File: src/rtl/etfp_pkg.sv
// shared types, constants and helpers for the escape-time fractal pixel unit
// no dependencies
package etfp_pkg;

  localparam int unsigned PIX_W      = 10;
  localparam int unsigned CNT_W      = 10;
  localparam int unsigned Q_W        = 32;
  localparam int unsigned STEP_W     = 31;
  localparam int unsigned PROD_W     = PIX_W + STEP_W;
  localparam int unsigned SQ_W       = 2 * Q_W;
  localparam int unsigned SAT_IN_W   = PROD_W + 2;
  localparam int unsigned TENX_W     = CNT_W + 4;
  localparam int unsigned DIM_W      = 13;
  localparam int unsigned CFG_DATA_W = 32;
  localparam int unsigned CFG_ADDR_W = 5;
  localparam int unsigned FRAC_SH    = 28;
  localparam int unsigned CROSS_SH   = 27;

  localparam int unsigned DEF_WIDTH  = 1024;
  localparam int unsigned DEF_HEIGHT = 1024;

  // |z|^2 bound of 4.0 in Q8.56
  localparam logic [SQ_W-1:0] ESCAPE_BOUND = SQ_W'(64'h0400_0000_0000_0000);

  typedef enum logic [2:0] {
    REG_START_REAL = 3'd0,
    REG_START_IMAG = 3'd1,
    REG_LEFT_X     = 3'd2,
    REG_TOP_Y      = 3'd3,
    REG_STEP_X     = 3'd4,
    REG_STEP_Y     = 3'd5,
    REG_ITER_LIMIT = 3'd6,
    REG_INTERIOR   = 3'd7
  } reg_idx_t;

  typedef struct packed {
    logic [PIX_W-1:0] column;
    logic [PIX_W-1:0] row;
  } pixel_in_t;

  typedef struct packed {
    logic [PIX_W-1:0] out_column;
    logic [PIX_W-1:0] out_row;
    logic [CNT_W-1:0] iteration_count;
    logic             draw;
  } pixel_out_t;

  typedef struct packed {
    logic signed [Q_W-1:0] start_real;
    logic signed [Q_W-1:0] start_imag;
    logic signed [Q_W-1:0] left_x;
    logic signed [Q_W-1:0] top_y;
    logic [STEP_W-1:0]     step_x;
    logic [STEP_W-1:0]     step_y;
    logic [CNT_W-1:0]      iteration_limit;
    logic                  interior_mode;
  } cfg_t;

  typedef struct packed {
    logic load;
    logic origin;
    logic square;
    logic step;
    logic publish;
  } dp_cmd_t;

  typedef struct packed {
    logic finish;
  } dp_status_t;

  // clamp a wide signed value to the q4.28 range
  function automatic logic signed [Q_W-1:0] sat_q(input logic signed [SAT_IN_W-1:0] v);
    logic hi_any;
    logic hi_all;
    logic signed [Q_W-1:0] res;
    hi_any = |v[SAT_IN_W-2:Q_W-1];
    hi_all = &v[SAT_IN_W-2:Q_W-1];
    if (!v[SAT_IN_W-1] && hi_any) begin
      res = {1'b0, {(Q_W-1){1'b1}}};
    end else if (v[SAT_IN_W-1] && !hi_all) begin
      res = {1'b1, {(Q_W-1){1'b0}}};
    end else begin
      res = v[Q_W-1:0];
    end
    return res;
  endfunction

endpackage

File: src/rtl/etfp_ctrl.sv
// sequencing state machine and output handshake of the fractal pixel unit
// depends on etfp_pkg; commands etfp_datapath
module etfp_ctrl import etfp_pkg::*; (
  input  logic       clk,
  input  logic       rst_n,
  input  logic       in_valid,
  output logic       in_stall,
  output logic       out_valid,
  input  logic       out_stall,
  input  dp_status_t status,
  output dp_cmd_t    cmd
);

  typedef enum logic [2:0] {
    S_IDLE,
    S_ORIGIN,
    S_SQUARE,
    S_STEP,
    S_HOLD
  } state_t;

  state_t state_r, state_nxt;
  logic   out_valid_r, out_valid_nxt;
  logic   out_free;

  assign out_free  = !out_valid_r || !out_stall;
  assign in_stall  = state_r != S_IDLE;
  assign out_valid = out_valid_r;

  always_comb begin
    state_nxt = state_r;
    cmd       = '0;
    case (state_r)
      S_IDLE: begin
        if (in_valid) begin
          cmd.load  = 1'b1;
          state_nxt = S_ORIGIN;
        end
      end
      S_ORIGIN: begin
        cmd.origin = 1'b1;
        state_nxt  = S_SQUARE;
      end
      S_SQUARE: begin
        cmd.square = 1'b1;
        state_nxt  = S_STEP;
      end
      S_STEP: begin
        if (!status.finish) begin
          cmd.step  = 1'b1;
          state_nxt = S_SQUARE;
        end else if (out_free) begin
          cmd.publish = 1'b1;
          state_nxt   = S_IDLE;
        end else begin
          state_nxt = S_HOLD;
        end
      end
      S_HOLD: begin
        if (out_free) begin
          cmd.publish = 1'b1;
          state_nxt   = S_IDLE;
        end
      end
      default: state_nxt = S_IDLE;
    endcase
    out_valid_nxt = cmd.publish || (out_valid_r && out_stall);
  end

  always_ff @(posedge clk) begin
    if (!rst_n) begin
      state_r     <= S_IDLE;
      out_valid_r <= 1'b0;
    end else begin
      state_r     <= state_nxt;
      out_valid_r <= out_valid_nxt;
    end
  end

endmodule

File: config.mk
export PLATFORM = sky130hd
export DESIGN_NAME = etfp_ctrl
export DESIGN_NICKNAME = d
export VERILOG_FILES = /design/src/rtl/etfp_pkg.sv /design/src/rtl/etfp_ctrl.sv
export SDC_FILE = /design/constraint.sdc
export NUM_CORES = 1
export LEC_CHECK = 0
export ABC_AREA = 0
export ABC_CLOCK_PERIOD_IN_PS = 950
export BUFFER_PORTS_ARGS = -buffer_cell sky130_fd_sc_hd__buf_2
export CORE_AREA = 5 5 42 44
export DETAILED_ROUTE_END_ITERATION = 10
export DIE_AREA = 0 0 47 49
export GPL_TIMING_DRIVEN = 0
export SETUP_SLACK_MARGIN = 0.3
export SYNTH_ARGS = -nofsm -noshare
export SYNTH_HDL_FRONTEND = slang
export SYNTH_SLANG_ARGS = --single-unit
File: constraint.sdc
create_clock -name clk -period 0.95 [get_ports clk]
set_input_delay 0.095 -clock clk [delete_from_list [all_inputs] [get_ports clk]]
set_output_delay 0.095 -clock clk [all_outputs]
set_load 0.02 [all_outputs]
Word level (Yosys, flattened, before mapping):

Index checks and enable logic that the tools add are counted.

* bits in writable memories: 0
* ROM bits: 0
* logic and storage cells: 30
* bits of input ports: 5
* register bits: 4
* memories kept: 0
* latch bits: 0

* add/subtract/negate cells: 0
* shift operators: 0
* div/mod/pow operators: 0
* reductions and logical operators: 8
* order comparisons: 0
* $mul: 0
* equality and inequality tests: 6
* multiplexer cells: 14
* bitwise logic cells: 0

Operators by type and width (number)
* case mux 3 bit (5 select lines): 1
* two-way mux 3 bit: 4
* two-way mux 1 bit: 8
* equality test 3 x 2 -> 1 bit, second input constant: 2
* != test 2 bit, second input constant: 2
* equality test 3 x 1 -> 1 bit, second input constant: 1
* equality test 3 bit, second input constant: 1
* logical NOT 3 bit: 1
* nonzero test 3 bit: 1
* logical NOT 1 bit: 2
* logical OR 1 bit: 2
* case mux 1 bit (2 select lines): 1
* AND reduction 2 bit: 1
* logical AND 1 bit: 1

Logic depth before layout (Yosys ltp):

* depth after elaboration: 6
* depth in mapped cells: 2
* mapped depth without buffers: 2

Least setup slack after synthesis:

No wires, ideal clock.

* path type: reg-to-output
* start point: register state_r[0]
* end point: output port cmd[4] (netlist name)
* setup slack: -0.302 ns
* data required time: 0.855 ns
* data arrival time: 1.157 ns
* cell stages (with the launch flop): 3
* path through: dfxtp_1 > or3_1 > nor2_1

RTL lines
* from (decl): RTL line etfp_ctrl.sv:22 `state_t state_r, state_nxt;`
* from (signal assigned): RTL line etfp_ctrl.sv:75 `state_r <= state_nxt;`
* to (decl): RTL line etfp_ctrl.sv:11 `output dp_cmd_t cmd`

==> results.yml <==
status:
  status: "finished, violations left"
  violations: "setup timing"
routing:
  drt.antenna.violating_nets: 0
  drt_iter0_markers: 5
  drtPass1Iterations: 3
  drc: 0
  wl_um: 683
  wl_per_cell_um: 11.6
  vias: 248
  viasPerCell: 4.20
sta:
  final-setup-viol-count: 8
  fin_crit_sh_pct: 142
  max-slew-margin-rel_pct: 82.8
  fin_crit_ns: 1.35
  grt_setup_unrepaired: "yes"
  worst_slew_pin_slew_ns: 0.257
  worst_slack_ns: -0.401
  drv_slew: 0
  fmax_mhz: 740
  hold_viol: 0
  fin_skew_ns: 0.00190
global_route:
  grt.total_usage_pct: 6.55
  overflow: 0
  antenna_found_initial: 0
  grt_pass1_wl_um: 972
  grt_pass1_vias: 229
  grt_max_degree: 10
setup_path:
  cp_num_buf_inv: 1
  critPathKind: "reg2out"
  critPathSlowestCell: "or3b_4"
  max_stage_delay_ns: 0.41
  worstPathCellList: "or3b_4 -> a21boi_4 -> buf_6"
  cp.required_ns: 0.85
  arrival_ns: 1.26
  critPathTopFamily: "simple AND/OR/NAND/NOR gates"
  crit_path_max_fanout: 6
  startpoint_type: "flop"
  end_kind: "primary output"
clocking:
  htreeDepth: 1
  cts.reportedPaths.clkPinSlew_ns: 0.04
  cts_tree: "done"
  cts-root-buf: "clkbuf_4"
  cts_sinks: 4
  clk_path_buf_depth: 2
  cts_hold_buf: 0
  cts_made_buffers: 3
  clock_latency_ns: 0.23
die:
  die_w_um: 47
  start_util_pct: 14.2
  core_um2: 1400
  fp-row-count: 14
  io_pins: 12
  die_h_um: 49
  dieArea_um2: 2300
power:
  swShare_pct: 27.6
  pwr-share-seq_pct: 33.3
  power_leakage_nw: 0.211
  power_frac_clock_pct: 37.7
  powerDensity_nw_per_um2: 1180
  ir_worst_vdd_mv: 0.606
  switchingPower_w: 0.000153
  internal_power_w: 0.000403
  p_comb_share_pct: 29.0
yosys:
  synth_warnings: 0
  ys_seq_area_share_pct: 40.3
  avgSynthCellArea_um2: 9.04
  synthCells: 22
  synth_nets: 27
  netlist_area_um2: 199
  ys_seq_elements: 4
  synth_cell_types: 14
min_path:
  hp-class: "in2reg"
final_layout:
  nets: 50
  fillers: 148
  fin_cells: 59
  fin_util_pct: 33.6
  fin_area_um2: 470
  diodes: 0
  syn2layout_area_growth_pct: 136
  drive_gt1_share_pct: 79.1
place:
  io_buffer_count: 11
  place.gp.congestion: 0.650
  place_inst: 49
  post_dp_cell_area_um2: 304
job:
  maxCapViolations: 0
## layout by cell type, fill, tap and decap left out, types with 2 or more instances in the layout
cell | Yosys | final
buf_4 | 0 | 5
clkbuf_4 | 0 | 3
inv_1 | 2 | 2
buf_2 | 0 | 4
nor2_1 | 3 | 2
buf_6 | 0 | 9
dfxtp_4 | 0 | 3
## worst reg2reg max path, stage by stage, from the launching register on
cell,delay [ns]
dfxtp_4,0.35
or3b_4,0.41
buf_4,0.15
buf_6,0.11
a211oi_2,0.15
## power groups by stage
stage          Combinational, W  Sequential (W)  Clock [W]
5_1_grt                0.000172        0.000187   0.000220
2_1_floorplan         0.0000643        0.000193          0
3_5_place_dp          0.0000953        0.000196          0
3_3_place_gp          0.0000934        0.000195          0
6_report               0.000161        0.000185   0.000209
4_1_cts                0.000137        0.000188   0.000218
## per-layer routing
layer  routed length [µm]  vias to the layer above  track usage (%)
met2                  343                        9             9.05
met4                   12                        0             6.91
li1                     -                      125                -
met1                  258                      112             6.61
met3                   69                        2             2.95
met5                    0                        -                0
## final timing paths
path / slack, ns / from / endpoint / cells past startpoint
setup / recovery: -0.40 / state_r[1] / cmd[0] / 3
hold / removal: 0.13 / in_valid / state_r[0] / 3
setup reg to reg: -0.30 / state_r[1] / state_r[2] / 4
hold reg to reg: 0.46 / state_r[0] / state_r[0] / 1
## stage by stage
step	total power, W	hold WS [ns]	worst slack, ns	setup TNS (ns)
finish	0.000556	0.133	-0.401	-2.40
CTS	0.000542	0.133	-0.415	-2.59
global placement	0.000289	0.375	-0.253	-0.638
global route	0.000578	0.160	-0.435	-2.67
floorplan	0.000257	0.251	-0.130	-0.430
detailed placement	0.000291	0.383	-0.252	-0.681
## timing repair
| item | in CTS | in global routing |
|---|---|---|
| gates cloned | 0 | 0 |
| buffers inserted | 6 | 1 |
| pin swaps | 6 | 4 |
| setup endpoints to repair | 11 | 11 |
| gates resized for setup | 20 | 5 |
## layout make-up
class	count	area, µm²	area share (%)
clock buffer	3	22.5	4.79
inverter	2	7.51	1.60
multi-input combinational	16	169	35.9
sequential	4	92.6	19.7
tap	16	20.0	4.26
timing repair buffer	18	159	33.8
## logic make-up (layout without fill, tap and decap cells)
logic type	after synthesis	count (layout)	synth area share, %
AOI/OAI and AO/OA	3	3	13.2
and+or+nand+nor	13	13	42.8
buffers and inverters	2	23	3.77
DFF	4	4	40.3
## registers in the layout, summed over array words and instances, names as in the netlist
signal / cells
state_r: 3
out_valid: 1
## cells in the mapped netlist (all sizes together)
| master | n | share of area (%) |
|---|---|---|
| nand2 | 1 | 1.9 |
| nor3b | 2 | 7.5 |
| a21boi | 1 | 3.8 |
| nor2 | 3 | 5.7 |
| nor4 | 2 | 6.3 |
| or3 | 1 | 3.1 |
| nand4b | 1 | 4.4 |
| and3 | 1 | 3.1 |
| or3b | 1 | 4.4 |
| a211oi | 1 | 6.3 |
| and4bb | 1 | 6.3 |
| inv | 2 | 3.8 |
| a31oi | 1 | 3.1 |
| dfxtp | 4 | 40 |
No activity file was read; power rests on OpenSTA's default activity.
