<file path="src/rtl/etfp_pkg.sv">
// shared types, constants and helpers for the escape-time fractal pixel unit
// no dependencies
package etfp_pkg;

  localparam int unsigned PIX_W      = 10;
  localparam int unsigned CNT_W      = 10;
  localparam int unsigned Q_W        = 32;
  localparam int unsigned STEP_W     = 31;
  localparam int unsigned PROD_W     = PIX_W + STEP_W;
  localparam int unsigned SQ_W       = 2 * Q_W;
  localparam int unsigned SAT_IN_W   = PROD_W + 2;
  localparam int unsigned TENX_W     = CNT_W + 4;
  localparam int unsigned DIM_W      = 13;
  localparam int unsigned CFG_DATA_W = 32;
  localparam int unsigned CFG_ADDR_W = 5;
  localparam int unsigned FRAC_SH    = 28;
  localparam int unsigned CROSS_SH   = 27;

  localparam int unsigned DEF_WIDTH  = 1024;
  localparam int unsigned DEF_HEIGHT = 1024;

  // |z|^2 bound of 4.0 in Q8.56
  localparam logic [SQ_W-1:0] ESCAPE_BOUND = SQ_W'(64'h0400_0000_0000_0000);

  typedef enum logic [2:0] {
    REG_START_REAL = 3'd0,
    REG_START_IMAG = 3'd1,
    REG_LEFT_X     = 3'd2,
    REG_TOP_Y      = 3'd3,
    REG_STEP_X     = 3'd4,
    REG_STEP_Y     = 3'd5,
    REG_ITER_LIMIT = 3'd6,
    REG_INTERIOR   = 3'd7
  } reg_idx_t;

  typedef struct packed {
    logic [PIX_W-1:0] column;
    logic [PIX_W-1:0] row;
  } pixel_in_t;

  typedef struct packed {
    logic [PIX_W-1:0] out_column;
    logic [PIX_W-1:0] out_row;
    logic [CNT_W-1:0] iteration_count;
    logic             draw;
  } pixel_out_t;

  typedef struct packed {
    logic signed [Q_W-1:0] start_real;
    logic signed [Q_W-1:0] start_imag;
    logic signed [Q_W-1:0] left_x;
    logic signed [Q_W-1:0] top_y;
    logic [STEP_W-1:0]     step_x;
    logic [STEP_W-1:0]     step_y;
    logic [CNT_W-1:0]      iteration_limit;
    logic                  interior_mode;
  } cfg_t;

  typedef struct packed {
    logic load;
    logic origin;
    logic square;
    logic step;
    logic publish;
  } dp_cmd_t;

  typedef struct packed {
    logic finish;
  } dp_status_t;

  // clamp a wide signed value to the q4.28 range
  function automatic logic signed [Q_W-1:0] sat_q(input logic signed [SAT_IN_W-1:0] v);
    logic hi_any;
    logic hi_all;
    logic signed [Q_W-1:0] res;
    hi_any = |v[SAT_IN_W-2:Q_W-1];
    hi_all = &v[SAT_IN_W-2:Q_W-1];
    if (!v[SAT_IN_W-1] && hi_any) begin
      res = {1'b0, {(Q_W-1){1'b1}}};
    end else if (v[SAT_IN_W-1] && !hi_all) begin
      res = {1'b1, {(Q_W-1){1'b0}}};
    end else begin
      res = v[Q_W-1:0];
    end
    return res;
  endfunction

endpackage

</file>
<file path="src/rtl/etfp_cfg_regs.sv">
// configuration register file behind the apb-style port
// depends on etfp_pkg
module etfp_cfg_regs import etfp_pkg::*; (
  input  logic                  clk,
  input  logic                  rst_n,
  input  logic                  cfg_psel,
  input  logic                  cfg_penable,
  input  logic                  cfg_pwrite,
  input  logic [CFG_ADDR_W-1:0] cfg_paddr,
  input  logic [CFG_DATA_W-1:0] cfg_pwdata,
  output logic [CFG_DATA_W-1:0] cfg_prdata,
  output logic                  cfg_pready,
  output cfg_t                  cfg
);

  cfg_t     regs_r;
  cfg_t     regs_nxt;
  reg_idx_t idx;
  logic     wr_en;

  assign idx        = reg_idx_t'(cfg_paddr[CFG_ADDR_W-1:2]);
  assign cfg_pready = 1'b1;
  assign wr_en      = cfg_psel && cfg_penable && cfg_pwrite && cfg_pready;
  assign cfg        = regs_r;

  always_comb begin
    regs_nxt = regs_r;
    if (wr_en) begin
      case (idx)
        REG_START_REAL: regs_nxt.start_real      = cfg_pwdata[Q_W-1:0];
        REG_START_IMAG: regs_nxt.start_imag      = cfg_pwdata[Q_W-1:0];
        REG_LEFT_X:     regs_nxt.left_x          = cfg_pwdata[Q_W-1:0];
        REG_TOP_Y:      regs_nxt.top_y           = cfg_pwdata[Q_W-1:0];
        REG_STEP_X:     regs_nxt.step_x          = cfg_pwdata[STEP_W-1:0];
        REG_STEP_Y:     regs_nxt.step_y          = cfg_pwdata[STEP_W-1:0];
        REG_ITER_LIMIT: regs_nxt.iteration_limit = cfg_pwdata[CNT_W-1:0];
        REG_INTERIOR:   regs_nxt.interior_mode   = cfg_pwdata[0];
        default:        regs_nxt = regs_r;
      endcase
    end
  end

  always_comb begin
    case (idx)
      REG_START_REAL: cfg_prdata = regs_r.start_real;
      REG_START_IMAG: cfg_prdata = regs_r.start_imag;
      REG_LEFT_X:     cfg_prdata = regs_r.left_x;
      REG_TOP_Y:      cfg_prdata = regs_r.top_y;
      REG_STEP_X:     cfg_prdata = CFG_DATA_W'(regs_r.step_x);
      REG_STEP_Y:     cfg_prdata = CFG_DATA_W'(regs_r.step_y);
      REG_ITER_LIMIT: cfg_prdata = CFG_DATA_W'(regs_r.iteration_limit);
      REG_INTERIOR:   cfg_prdata = CFG_DATA_W'(regs_r.interior_mode);
      default:        cfg_prdata = '0;
    endcase
  end

  always_ff @(posedge clk) begin
    if (!rst_n) begin
      regs_r.start_real      <= '0;
      regs_r.start_imag      <= '0;
      regs_r.left_x          <= Q_W'(32'hE000_0000);
      regs_r.top_y           <= Q_W'(32'h2000_0000);
      regs_r.step_x          <= STEP_W'(1048576);
      regs_r.step_y          <= STEP_W'(1048576);
      regs_r.iteration_limit <= CNT_W'(100);
      regs_r.interior_mode   <= 1'b1;
    end else begin
      regs_r <= regs_nxt;
    end
  end

endmodule

</file>
<file path="config.mk">
export PLATFORM = sky130hd
export DESIGN_NAME = etfp_cfg_regs
export DESIGN_NICKNAME = d
export VERILOG_FILES = /design/src/rtl/etfp_pkg.sv /design/src/rtl/etfp_cfg_regs.sv
export SDC_FILE = /design/constraint.sdc
export NUM_CORES = 1
export LEC_CHECK = 0
export BUFFER_PORTS_ARGS = -buffer_cell sky130_fd_sc_hd__buf_2
export CORE_AREA = 2 2 98 194
export CTS_BUF_LIST = sky130_fd_sc_hd__clkbuf_4 sky130_fd_sc_hd__clkbuf_8
export DETAILED_ROUTE_END_ITERATION = 6
export DIE_AREA = 0 0 100 196
export MAX_ROUTING_LAYER = met4
export PLACE_DENSITY = 0.77
export SETUP_SLACK_MARGIN = 0.02
export SLEW_MARGIN = 20
export SYNTH_ARGS = -nofsm -noshare
export SYNTH_HDL_FRONTEND = slang
export SYNTH_SLANG_ARGS = --single-unit
</file>
<file path="constraint.sdc">
create_clock -name clk -period 1.2 [get_ports clk]
set_input_delay 0.06 -clock clk [delete_from_list [all_inputs] [get_ports clk]]
set_output_delay 0.06 -clock clk [all_outputs]
set_load 0.1 [all_outputs]
</file>
==> reports/qor.yml, run 1 <==
placement:
  dp_hpwl_mm: 24.6
  gp_congestion: 0.934
  place_inst: 1531
  port_buffers: 272
logic_synthesis:
  synth_top_area_frac: 0.480
  syn_area_um2: 8390
  synth_nets: 1041
  synthTopCellsByArea: "dfxtp_1 48%, nand3_1 13%, o21ai_0 8.7%"
  syn_area_per_cell_um2: 8.40
  synth_top_area_cell: "dfxtp_1"
  synth_edf_count: 0
  async_reset_ff_frac: 0
  ys_seq_area_frac: 0.480
  ys_ff_latch: 201
  yosysUniqueCellTypes: 38
  synth_flop_cell: "dfxtp_1"
  ys_warn_count: 0
  synthCells: 999
status:
  status: "did not finish"
  stop_stage: "global routing (5_1_grt)"
  stop_error: "[ERROR GRT-0232] Routing congestion too high. Check the congestion heatmap in the GUI."
clocking:
  clk_path_buf_depth: 3
  htree_levels: 1
  clock-sinks: 201
  root_buffer: "clkbuf_8"
  cts_buffers: 28
sta:
  worstEndpointGrtRepair: "cfg_prdata[22]"
  endpoint_type: "output port"
floorplanning:
  rows: 70
  fp.dieW_um: 100
  die_y_um: 196
  start_util: 0.460
  io_pins: 276
global_routing:
  track_usage: 0.683
  grt_max_degree: 43
  grt_overflow: 6
routing by layer:
layer	GRT overflow	global-route usage
met1	0	0.661
met2	0	0.911
met4	4	0.702
met5	-	-
met3	2	0.379
synthesized netlist by cell type (10+ instances only):
library cell / number
dfxtp_1: 201
a21oi_1: 19
nand2_1: 53
buf_1: 24
a211oi_1: 18
nor2_1: 40
inv_1: 13
nand3_1: 218
clkbuf_1: 31
buf_2: 31
mux2i_1: 34
o21ai_1: 60
nand2b_1: 16
o22a_1: 19
o21ai_0: 146
nor2b_1: 10
logic make-up after synthesis:
| kind of cell | after synthesis | share of synthesized area |
|---|---|---|
| mux | 44 | 0.0567 |
| flops | 201 | 0.480 |
| buf+inv | 116 | 0.0670 |
| other cells | 1 | 0.000447 |
| simple gates | 350 | 0.203 |
| compound gates | 287 | 0.193 |
metrics by stage:
step	area, um2	setup slack, ns	util	hold slack [ns]
global placement	13600	-0.401	0.749	0.285
floorplan	9460	-0.334	-	0.183
CTS	16900	-0.756	0.927	0.110
detailed placement	13600	-0.411	0.749	0.295
repair_timing:
action,4_1_cts
setup buffers,23
resized for setup,579
hold endpoints to repair,184
pin swaps,31
hold buffers,33
setup endpoints to repair,197
==> run 2: changes to the inputs <==
==> config.mk (replaced) <==
export PLATFORM = sky130hd
export DESIGN_NAME = etfp_cfg_regs
export DESIGN_NICKNAME = d
export VERILOG_FILES = /design/src/rtl/etfp_pkg.sv /design/src/rtl/etfp_cfg_regs.sv
export SDC_FILE = /design/constraint.sdc
export NUM_CORES = 1
export LEC_CHECK = 0
export BUFFER_PORTS_ARGS = -buffer_cell sky130_fd_sc_hd__buf_2
export CORE_AREA = 2 2 148 150
export DETAILED_ROUTE_END_ITERATION = 6
export DIE_AREA = 0 0 150 152
export PLACE_DENSITY_LB_ADDON = 0.15
export SLEW_MARGIN = 20
export SYNTH_ARGS = -nofsm -noshare
export SYNTH_HDL_FRONTEND = slang
export SYNTH_SLANG_ARGS = --single-unit
==> constraint.sdc (replaced) <==
create_clock -name clk -period 1.55 [get_ports clk]
set_input_delay 0.0775 -clock clk [delete_from_list [all_inputs] [get_ports clk]]
set_output_delay 0.0775 -clock clk [all_outputs]
set_load 0.1 [all_outputs]
==> reports/qor.yml, run 2 <==
critical_path:
  critical_path.top_delay_family: "buffers and inverters"
  cp_data_arrival_time_ns: 1.82
  cpPeakStageDelay_ns: 0.34
  crit_slowest_cell: "dfxtp_4"
  critPathBufInv: 2
  cp-start-kind: "register"
  required_ns: 1.47
  path_max_fanout: 2
  crit_chain: "mux2_2 > a222oi_1 > buf_4 > nor2_4 > buf_12"
  critPathKind: "reg2out"
  cp-end-kind: "output port"
routing:
  routed_wl_mm: 31.0
  vias: 8945
  drt_iter0_drc: 496
  final_antenna_net_count: 0
  wire_per_inst_um: 18.7
  dr.pass1.iters: 7
  drc: 0
  via_per_inst: 5.39
floorplanning:
  die-area_um2: 22800
  fp.dieW_um: 150  # +50%
  rows: 54  # -23%
  io_pins: 276  # unchanged
  die_y_um: 152  # -22%
  start_util: 0.393  # -0.0676
  core_um2: 21400
power:
  clockPowerShare: 0.419
  internal_power_mw: 8.81
  power_switching_share: 0.279
  p_per_area_nw_per_um2: 912
  vdd_drop_max_v: 0.000654
  seqPwrFrac: 0.422
  p_comb_frac: 0.158
  leakage_nw: 5.74
  p_sw_mw: 3.41
  power_mw: 12.2
placement:
  port_buffers: 272  # unchanged
  gp_congestion: 0.855  # -8.4%
  dp_hpwl_mm: 21.3  # -14%
  place_inst: 1546  # +0.98%
  post_dp_cell_area_um2: 11500  # -15%
  dp_slack_ns: -0.115  # +0.296 ns
sta:
  setup_violations: 27
  period_share: 1.22
  rsz0062_at_grt: "yes"
  slew_headroom: 0.645
  hold_viol_final: 0
  tightest_slew_ns: 0.537
  setup_ws_ns: -0.344
  final.min_clock_period_ns: 1.89
  maxSlewViolCount: 0
  max_freq_mhz: 528
  skew_ns: 0
logic_synthesis:
  synthTopCellsByCount: "218 x nand3_1, 201 x dfxtp_1, 146 x o21ai_0"
  synth_nets: 1041  # unchanged
  async_reset_ff_frac: 0  # unchanged
  synth_top_area_cell: "dfxtp_1"
  syn_area_um2: 8390  # unchanged
  synthMostInstantiatedCell: "nand3_1"
  ys_seq_area_frac: 0.480  # unchanged
  synthTopCellsByArea: "dfxtp_1 48%, nand3_1 13%, o21ai_0 8.7%"
  synth_edf_count: 0  # unchanged
  ys_warn_count: 0  # unchanged
  synth_top_area_frac: 0.480  # unchanged
  synthCells: 999  # unchanged
  ys_ff_latch: 201  # unchanged
  yosysUniqueCellTypes: 38  # unchanged
  syn_area_per_cell_um2: 8.40  # unchanged
  synth_flop_cell: "dfxtp_1"
hold_path:
  hold_path_class: "in2reg"
cells_and_area:
  final.fill_count: 1844
  syn2layout_area_growth_pct: 59.9
  antenna_cells: 0
  drive_above_1_share: 0.539
  largest_reg_flops: 201
  nNetsFinal: 1407
  final_cell_mix: "235 x buf_2, 217 x nand3_1, 152 x dfxtp_2"
  stdcell_count: 1661
  final_cell_area_um2: 13400
  final_common_cell: "buf_2"
global_routing:
  track_usage: 0.264
  grt_overflow: 0
  antenna_found_initial: 0
  grt_pass1_wl_mm: 47.9
  grt_pass1_vias: 8576
  grt_max_degree: 37
clocking:
  cts_buffers: 22  # -21%
  cts_tree: "built"
  clk_path_buf_depth: 3  # unchanged
  htree_levels: 1  # unchanged
  clock-sinks: 201  # unchanged
  path_clk_slew_ns: 0.06
  clock_latency_ns: 0.51
  root_buffer: "clkbuf_16"
status:
  status: "complete, but fails checks"
  violations: "setup timing"
job:
  drv_cap: 0
## run 2: cell counts after synthesis
Identical to the previous run, type by type.
## run 2: kinds of logic (layout without fill, tap and decap cells)
group | Yosys count | after routing | share of synthesized area
buffers and inverters | 116 | 498 | 0.0670
and+or+nand+nor | 350 | 350 | 0.203
AOI/OAI and AO/OA | 287 | 287 | 0.193
DFF | 201 | 201 | 0.480
muxes | 44 | 44 | 0.0567
other | 1 | 1 | 0.000447
## run 2: path summary, 6_finish.rpt
| check | start | endpoint | slack (ns) | cells past startpoint |
|---|---|---|---|---|
| setup / recovery | cfg[24]$_SDFFE_PN0P_ | cfg_prdata[13] | -0.34 | 5 |
| hold / removal | cfg_penable | cfg[3]$_SDFFE_PN1P_ | 0.12 | 5 |
| setup reg to reg | cfg[0]$_SDFFE_PN1P_ | cfg[0]$_SDFFE_PN1P_ | 0.39 | 3 |
| hold reg to reg | cfg[191]$_SDFFE_PN0P_ | cfg[191]$_SDFFE_PN0P_ | 0.47 | 2 |
## run 2: power by group through the flow
stage	clock network (mW)	logic, mW	registers [mW]
floorplan	0	0.871	5.56
global placement	0	1.72	5.28
detailed placement	0	1.73	5.28
CTS	5.21	1.91	5.16
global route	5.42	2.02	5.17
finish	5.13	1.94	5.16
## run 2: layer usage
layer	part of all wire	wire, um	global-route usage
met5	0	0	0
met1	0.41	12800	0.340
met2	0.49	15100	0.451
met4	0.022	682	0.0687
met3	0.076	2360	0.0526
## run 2: timing repair
action | CTS | global route
pin swaps | 35 | 18
resized for setup | 99 | 24
hold buffers | 34 | 0
hold endpoints to repair | 152 | 0
endpoints found under the setup margin | 32 | 32
gates cloned | 0 | 0
setup buffers | 45 | 3
## run 2: worst register-to-register path, stage by stage, from the launching register on
cell           delay (ns)
dfxtp_4              0.34
o21ai_0              0.07
nand3_1              0.08
dlygate4sd3_1        0.56
## run 2: area by class of cell
type                    instances  area, um2  share of cell area
clock buffers                  31        636              0.0474
clock inverters                 9       76.3             0.00569
well taps                     280        350              0.0261
repair buffers                444       3530               0.263
inverters                      14       52.6             0.00392
flip-flops and latches        201       4390               0.328
multi-input cells             682       4370               0.326
## run 2: per-stage QoR
stage	TNS (ns)	util	hold slack, ns
2_1_floorplan	-0.245	-	0.201
3_3_place_gp	-1.14	0.541	0.303
3_5_place_dp	-1.72	0.541	0.309
4_1_cts	-4.04	0.623	0.102
5_1_grt	-5.28	0.628	0.126
6_report	-3.64	0.628	0.122
Power figures use the tool's default switching activity.
